===== src/sv/pms_pkg.sv =====
// shared types, kind codes and constants for the particle motion step
// no dependencies; imported by every module of the block
package pms_pkg;

   typedef logic signed [23:0] pos_type;
   typedef logic signed [15:0] spd_type;
   typedef logic [7:0]         byte_type;
   typedef logic [2:0]         kind_code_type;

   typedef enum logic [2:0] {
      KIND_EMPTY     = 3'd0,
      KIND_TELEPORT  = 3'd1,
      KIND_UNUSED    = 3'd2,
      KIND_SNOW      = 3'd3,
      KIND_TRAIL_ONE = 3'd4,
      KIND_TRAIL_TWO = 3'd5,
      KIND_RESPAWN   = 3'd6
   } kind_type;

   localparam spd_type  TELE_DZ_GAIN = 16'sh0080;
   localparam byte_type TELE_AGE_MAX = 8'h1e;
   localparam spd_type  RESP_STEER   = 16'sh0040;
   localparam byte_type RESP_AGE_MAX = 8'h14;

   // one particle record
   typedef struct packed {
      kind_code_type kind;
      pos_type       x;
      pos_type       y;
      pos_type       z;
      spd_type       dx;
      spd_type       dy;
      spd_type       dz;
      byte_type      age;
      byte_type      trail;
   } rec_type;

   // record plus respawn target, as taken from the request side
   typedef struct packed {
      rec_type rec;
      pos_type aim_x;
      pos_type aim_y;
      pos_type aim_z;
   } req_type;

   // position plus sign-extended speed, wrapping at 24 bits
   function automatic pos_type pos_add(input pos_type p, input spd_type s);
      return p + pos_type'({{8{s[15]}}, s});
   endfunction

   function automatic pos_type clamp0(input pos_type p);
      return p[23] ? '0 : p;
   endfunction

endpackage


===== src/sv/pms_axis.sv =====
// respawn steering and target approach for one axis
// depends on pms_pkg
module pms_axis (
   input  pms_pkg::pos_type pos,
   input  pms_pkg::pos_type aim,
   input  pms_pkg::spd_type spd,
   output pms_pkg::spd_type spd_out,
   output pms_pkg::pos_type pos_out
);
   import pms_pkg::*;

   logic    below;
   logic    above;
   pos_type moved;

   always_comb begin
      below   = pos < aim;
      above   = aim < pos;
      spd_out = below ? spd + RESP_STEER : spd - RESP_STEER;
      moved   = pos_add(pos, spd_out);
      // no overshoot past the target on either side
      priority if (below) begin
         pos_out = (aim < moved) ? aim : moved;
      end else if (above) begin
         pos_out = (moved < aim) ? aim : moved;
      end else begin
         pos_out = pos;
      end
   end

endmodule


===== src/sv/pms_update.sv =====
// combinational tick update of one particle record, per kind
// depends on pms_pkg and pms_axis
module pms_update (
   input  pms_pkg::req_type req,
   output pms_pkg::rec_type res
);
   import pms_pkg::*;

   rec_type  r;
   spd_type  rsp_dx, rsp_dy, rsp_dz;
   pos_type  rsp_x, rsp_y, rsp_z;
   spd_type  tele_dz;
   byte_type age_inc;
   byte_type age_dec;
   byte_type trail_dec;

   assign r = req.rec;

   pms_axis u_axis_x (.pos(r.x), .aim(req.aim_x), .spd(r.dx), .spd_out(rsp_dx), .pos_out(rsp_x));
   pms_axis u_axis_y (.pos(r.y), .aim(req.aim_y), .spd(r.dy), .spd_out(rsp_dy), .pos_out(rsp_y));
   pms_axis u_axis_z (.pos(r.z), .aim(req.aim_z), .spd(r.dz), .spd_out(rsp_dz), .pos_out(rsp_z));

   always_comb begin
      tele_dz   = r.dz + TELE_DZ_GAIN;
      age_inc   = r.age + 8'd1;
      age_dec   = r.age - 8'd1;
      trail_dec = r.trail - 8'd1;
      res       = r;
      unique case (r.kind)
         KIND_TELEPORT: begin
            res.dz  = tele_dz;
            res.x   = pos_add(r.x, r.dx);
            res.y   = pos_add(r.y, r.dy);
            res.z   = clamp0(pos_add(r.z, tele_dz));
            res.age = age_inc;
            if (age_inc > TELE_AGE_MAX) res.kind = KIND_EMPTY;
         end
         KIND_SNOW: begin
            res.x   = pos_add(r.x, r.dx);
            res.y   = pos_add(r.y, r.dy);
            res.age = age_dec;
            if (age_dec == 8'd0) res.kind = KIND_EMPTY;
         end
         KIND_TRAIL_ONE, KIND_TRAIL_TWO: begin
            res.trail = trail_dec;
            if (trail_dec == 8'd0) res.kind = KIND_EMPTY;
         end
         KIND_RESPAWN: begin
            res.dx  = rsp_dx;
            res.dy  = rsp_dy;
            res.dz  = rsp_dz;
            res.x   = rsp_x;
            res.y   = rsp_y;
            res.z   = clamp0(rsp_z);
            res.age = age_inc;
            if (age_inc > RESP_AGE_MAX) res.kind = KIND_EMPTY;
         end
         // empty, unused and the undefined code pass through
         default: res = r;
      endcase
   end

endmodule


===== src/sv/particle_motion_step.sv =====
// top level of the particle motion step: input register, update logic, result register
// depends on pms_pkg and pms_update
//
// usage:
//   one particle record per request word (kind, position, speed, respawn target,
//   age and trail life); one updated record per response word, in order.
//   a word moves when valid is high and stall is low on its channel.
// path: an accepted request word is held in the input register, then its updated record in the
//   result register, which drives response valid. throughput: one word per cycle while rsp_stall
//   is low; the update is one pass of combinational logic between the input register and the
//   result register, its longest path being the respawn compare, steer add and approach compare.
// stall: rsp_stall holds the result register; the input register still fills if it is empty,
//   so at most one more request is taken before req_stall rises.
// reset: both stages empty, rsp_valid low; the data registers themselves are not reset.
module particle_motion_step (
   input  logic             clock,
   input  logic             reset,
   input  logic             req_valid,
   output logic             req_stall,
   input  logic [2:0]       req_in_kind,
   input  logic signed [23:0] req_in_x,
   input  logic signed [23:0] req_in_y,
   input  logic signed [23:0] req_in_z,
   input  logic signed [15:0] req_in_dx,
   input  logic signed [15:0] req_in_dy,
   input  logic signed [15:0] req_in_dz,
   input  logic signed [23:0] req_aim_x,
   input  logic signed [23:0] req_aim_y,
   input  logic signed [23:0] req_aim_z,
   input  logic [7:0]       req_in_age,
   input  logic [7:0]       req_in_trail_life,
   output logic             rsp_valid,
   input  logic             rsp_stall,
   output logic [2:0]       rsp_new_kind,
   output logic signed [23:0] rsp_new_x,
   output logic signed [23:0] rsp_new_y,
   output logic signed [23:0] rsp_new_z,
   output logic signed [15:0] rsp_new_dx,
   output logic signed [15:0] rsp_new_dy,
   output logic signed [15:0] rsp_new_dz,
   output logic [7:0]       rsp_new_age,
   output logic [7:0]       rsp_new_trail_life
);
   import pms_pkg::*;

   req_type req_word;
   req_type s1_ff, s1_in;
   logic    s1_valid_ff, s1_valid_in;
   rec_type s2_ff, s2_in;
   logic    s2_valid_ff, s2_valid_in;
   rec_type upd;
   logic    s2_ready;
   logic    s1_ready;

   always_comb begin
      req_word.rec.kind  = req_in_kind;
      req_word.rec.x     = req_in_x;
      req_word.rec.y     = req_in_y;
      req_word.rec.z     = req_in_z;
      req_word.rec.dx    = req_in_dx;
      req_word.rec.dy    = req_in_dy;
      req_word.rec.dz    = req_in_dz;
      req_word.rec.age   = req_in_age;
      req_word.rec.trail = req_in_trail_life;
      req_word.aim_x     = req_aim_x;
      req_word.aim_y     = req_aim_y;
      req_word.aim_z     = req_aim_z;
   end

   pms_update u_update (.req(s1_ff), .res(upd));

   always_comb begin
      s2_ready    = !s2_valid_ff || !rsp_stall;
      s1_ready    = !s1_valid_ff || s2_ready;
      req_stall   = !s1_ready;
      s1_in       = (req_valid && s1_ready) ? req_word : s1_ff;
      s1_valid_in = s1_ready ? req_valid : s1_valid_ff;
      s2_in       = (s1_valid_ff && s2_ready) ? upd : s2_ff;
      s2_valid_in = s2_ready ? s1_valid_ff : s2_valid_ff;
   end

   always_ff @(posedge clock) begin
      if (reset) begin
         s1_valid_ff <= 1'b0;
         s2_valid_ff <= 1'b0;
      end else begin
         s1_valid_ff <= s1_valid_in;
         s2_valid_ff <= s2_valid_in;
      end
   end

   always_ff @(posedge clock) begin
      s1_ff <= s1_in;
      s2_ff <= s2_in;
   end

   assign rsp_valid          = s2_valid_ff;
   assign rsp_new_kind       = s2_ff.kind;
   assign rsp_new_x          = s2_ff.x;
   assign rsp_new_y          = s2_ff.y;
   assign rsp_new_z          = s2_ff.z;
   assign rsp_new_dx         = s2_ff.dx;
   assign rsp_new_dy         = s2_ff.dy;
   assign rsp_new_dz         = s2_ff.dz;
   assign rsp_new_age        = s2_ff.age;
   assign rsp_new_trail_life = s2_ff.trail;

endmodule


===== config.mk =====
export PLATFORM = sky130hd
export DESIGN_NAME = particle_motion_step
export DESIGN_NICKNAME = d
export VERILOG_FILES = /design/src/sv/pms_pkg.sv /design/src/sv/pms_axis.sv /design/src/sv/pms_update.sv /design/src/sv/particle_motion_step.sv
export SDC_FILE = /design/constraint.sdc
export NUM_CORES = 1
export LEC_CHECK = 0
export ABC_CLOCK_PERIOD_IN_PS = 15280
export BUFFER_PORTS_ARGS = -buffer_cell sky130_fd_sc_hd__buf_2
export CAP_MARGIN = 20
export CORE_MARGIN = 1
export CORE_UTILIZATION = 55
export CTS_BUF_LIST = sky130_fd_sc_hd__clkbuf_16
export CTS_CLUSTER_DIAMETER = 40
export DETAILED_ROUTE_END_ITERATION = 8
export GPL_ROUTABILITY_DRIVEN = 0
export PLACE_DENSITY = 0.77
export SLEW_MARGIN = 20
export SYNTH_ARGS = -nofsm -noshare
export SYNTH_HDL_FRONTEND = slang
export SYNTH_SLANG_ARGS = --single-unit

===== constraint.sdc =====
create_clock -name clock -period 15.28 [get_ports clock]
set_clock_uncertainty 0.05 [all_clocks]
set_input_delay 0.764 -clock clock [delete_from_list [all_inputs] [get_ports clock]]
set_output_delay 0.764 -clock clock [all_outputs]
set_load 0.03 [all_outputs]

==> key figures <==
STA
  – Setup TNS Final: 0 ps
  – Tcrit/Tclk final: 74.0%
  – Maximum clock rate: 0.0884 GHz
  – Final Max Tran Viols: 0
  – Crit path time final: 11310 ps
  – Normalized max-slew margin: 22.6%
  – Worst-Margin Slew: 1150 ps
  – RSZ-0062 raised after global routing: false
  – Post-route worst setup slack: 3970 ps
  – Fin Hold WS: 263 ps
  – Count of final setup violators: 0
  – Final Hold Viols: 0

Finish
  – Layout area overhead: 16.8%
  – Final Non-Filler Cells: 3720
  – Layout cells sized above 1: 18.1%
  – Design area: 0.0310 sq mm
  – Layout Nets: 3564
  – Util after Layout: 65.1%

Floorplan
  – Die ar.: 0.0492 sq mm
  – Placement Rows: 80
  – I/O pin count: 356
  – Core ar.: 0.0476 sq mm
  – Starting density of the core: 55.8%
  – Die width: 222 um
  – Chip height: 222 um

CTS
  – Htree depth: 2
  – Clk slew on worst S/H paths: 50 ps
  – Hold-fix buffers at CTS: 0
  – TritonCTS clock tree: yes
  – Clock Sinks: 352
  – Postcts setup bufs: 0
  – Clock Path Buffers: 3
  – Cts bufs inserted: 60
  – Clock Latency Late Sink: 620 ps
  – Clock tree root buffer cell: clkbuf_16
  – Post_cts resized: 0

Placed design
  – Placed cell area: 0.0290 sq mm
  – Hpwl dp: 59700 um
  – Dpl ws: 4450 ps
  – Port bufs: 355
  – Placed Instances: 3609

Logic synthesis
  – Most frequent cell after synthesis: edfxtp_1
  – YS warnings: 0
  – Unique masters post-synth: 83
  – Seq cells post-synth: 352
  – Syn Area/Cell: 9.76 sq um
  – Post-Synthesis Cells: 2721
  – XOR/XNOR Fraction of Synth Area: 5.35%
  – Post-synthesis mux area share: 3.44%
  – Top FF cell, synth: edfxtp_1
  – Adder-cell share of the synthesized area: 13.9%
  – Synth area leaders: edfxtp_1 (40%), ha_1 (14%), a21oi_1 (4.1%), xnor2_1 (3.5%), o21ai_0 (3.3%)
  – Top-area cell type share of the netlist area: 39.6%
  – Synth area leader: edfxtp_1
  – Synth Area in Compound Gates: 20.2%
  – Syn nets: 3229
  – Post-synthesis sequential area ratio: 39.7%
  – Cell Area, Synth: 0.0266 sq mm
  – Largest family of logic cells by synthesized area: compound AO/OA/AOI/OAI gates
  – Top post-synthesis cells by count: edfxtp_1 (350), ha_1 (289), nand2_1 (230), a21oi_1 (218), o21ai_0 (174)
  – Number of synthesized flops with an enable pin: 350
  – Post-synth ARST share: 0%
  – Synth Area in Simple Gates: 13.6%

Global route
  – First-pass GRT wire length: 126000 um
  – Vias in the first global route: 23400
  – Largest net degree at the start of global routing: 144
  – Initial antenna violation count: 5
  – Total global-route track usage: 32.3%
  – Total gr overflow: 0

Run
  – Maxcap violations: 0

Critical path
  – Setup Crit Path Kind: reg -> reg
  – CP Data Arrival Time: 11610 ps
  – Critical Path Sink Type: register
  – CP Max Fanout: 26
  – CP required: 15570 ps
  – Slowest CP cell: nor4_1
  – Worst setup SP type: register
  – Slowest stage delay, CP: 1020 ps

Power and ir drop
  – Static Leakage: 13.3 nW
  – P per Cell Area: 151 mW/mm^2
  – Pwr Total: 4.68 mW
  – Max rail drop VDD: 131 uV

Drt
  – Iteration-0 DRC Markers: 2622
  – Drc violations: 0
  – Drt first pass iters: 6
  – Routed WL: 81800 um
  – Detail Route Antenna Nets: 0
  – Drt wl/cell: 22.0 um
  – Routed vias: 24200
  – Vias per cell: 6.50

Hold path
  – Hold Path Class: in -> reg

Run status
  – Outcome: finished, final reports clean
flip-flops by register name, summed over array words and instances (netlist names):
signal,count
s1_ff,211
rsp_new_x,24
rsp_new_y,24
rsp_new_z,24
rsp_new_dx,16
rsp_new_dy,16
rsp_new_dz,16
rsp_new_age,8
rsp_new_trail_life,8
rsp_new_kind,3
rsp_valid,1
s1_valid_ff,1
layout make-up:
type                    instances  area [sq um]
flip-flops and latches        352         10600
diodes                          1          2.50
well taps                     615           769
fillers                      3722         16600
repair buffers                378          1960
inverters                     159           597
multi-input cells            2105         15100
clock buffers                  61          1530
clock inverters                49           542
logic make-up after synthesis:
kind of cell	Yosys count
compound gates	824
simple gates	741
mux	88
flops	352
xor+xnor	159
fa+ha+maj	293
buf+inv	264
cells in the final DEF, fill, tap and decap left out, types with 10 or more instances in the layout:
| cell | n |
|---|---|
| a211oi_1 | 45 |
| a21o_1 | 63 |
| a21oi_1 | 218 |
| a221oi_1 | 13 |
| a22oi_1 | 28 |
| a31o_2 | 14 |
| a31oi_1 | 25 |
| and2_1 | 11 |
| and3_1 | 30 |
| and4_1 | 10 |
| buf_2 | 355 |
| buf_4 | 22 |
| clkbuf_16 | 61 |
| edfxtp_1 | 350 |
| ha_1 | 289 |
| inv_1 | 158 |
| inv_6 | 16 |
| mux2_2 | 26 |
| mux2i_1 | 62 |
| nand2_1 | 230 |
| nand2b_1 | 30 |
| nand3_1 | 62 |
| nand4_1 | 38 |
| nor2_1 | 148 |
| nor2b_1 | 24 |
| nor3_1 | 64 |
| nor4_1 | 17 |
| o211ai_1 | 41 |
| o21a_1 | 27 |
| o21ai_0 | 173 |
| o21bai_1 | 19 |
| o221ai_1 | 14 |
| o22ai_1 | 16 |
| o31ai_1 | 16 |
| or2_2 | 15 |
| or3_1 | 19 |
| xnor2_1 | 105 |
| xor2_1 | 51 |
final timing paths:
check / depth (start not counted) / from / endpoint / slack, ps
worst max-delay path: 33 / s1_ff[201] / rsp_new_x[10] / 3970
worst min-delay path: 1 / req_in_z[5] / s1_ff[141] / 260
worst max register to register: 33 / s1_ff[201] / rsp_new_x[10] / 3970
worst min register to register: 0 / s1_ff[122] / rsp_new_dx[2] / 410
critical path, delay by kind of cell (launching register included):
family          cells  cell delay (ps)
compound gates      7             2320
xor+xnor            2              230
fa+ha+maj           4             1510
buf+inv             4             1140
flops               1              490
mux                 1              380
simple gates       15             4910
report_power, final:
| group | leakage, nW | internal (mW) | switching, mW |
|---|---|---|---|
| Sequential | 3.39 | 1.14 | 0.0579 |
| Combinational | 8.90 | 0.838 | 1.27 |
| Clock | 1.01 | 0.861 | 0.517 |
layer usage:
| layer | wire length, um | GRT usage (%) | part of all wire, % | up-vias |
|---|---|---|---|---|
| met4 | 4480 | 18.1 | 5.5 | 4 |
| met5 | 23 | 0 | 0.028 | - |
| met2 | 36900 | 51.0 | 45 | 1454 |
| met1 | 32600 | 41.8 | 40 | 11400 |
| met3 | 7850 | 6.12 | 9.6 | 289 |
| li1 | - | - | - | 11000 |
No activity file was read; power rests on OpenSTA's default activity.
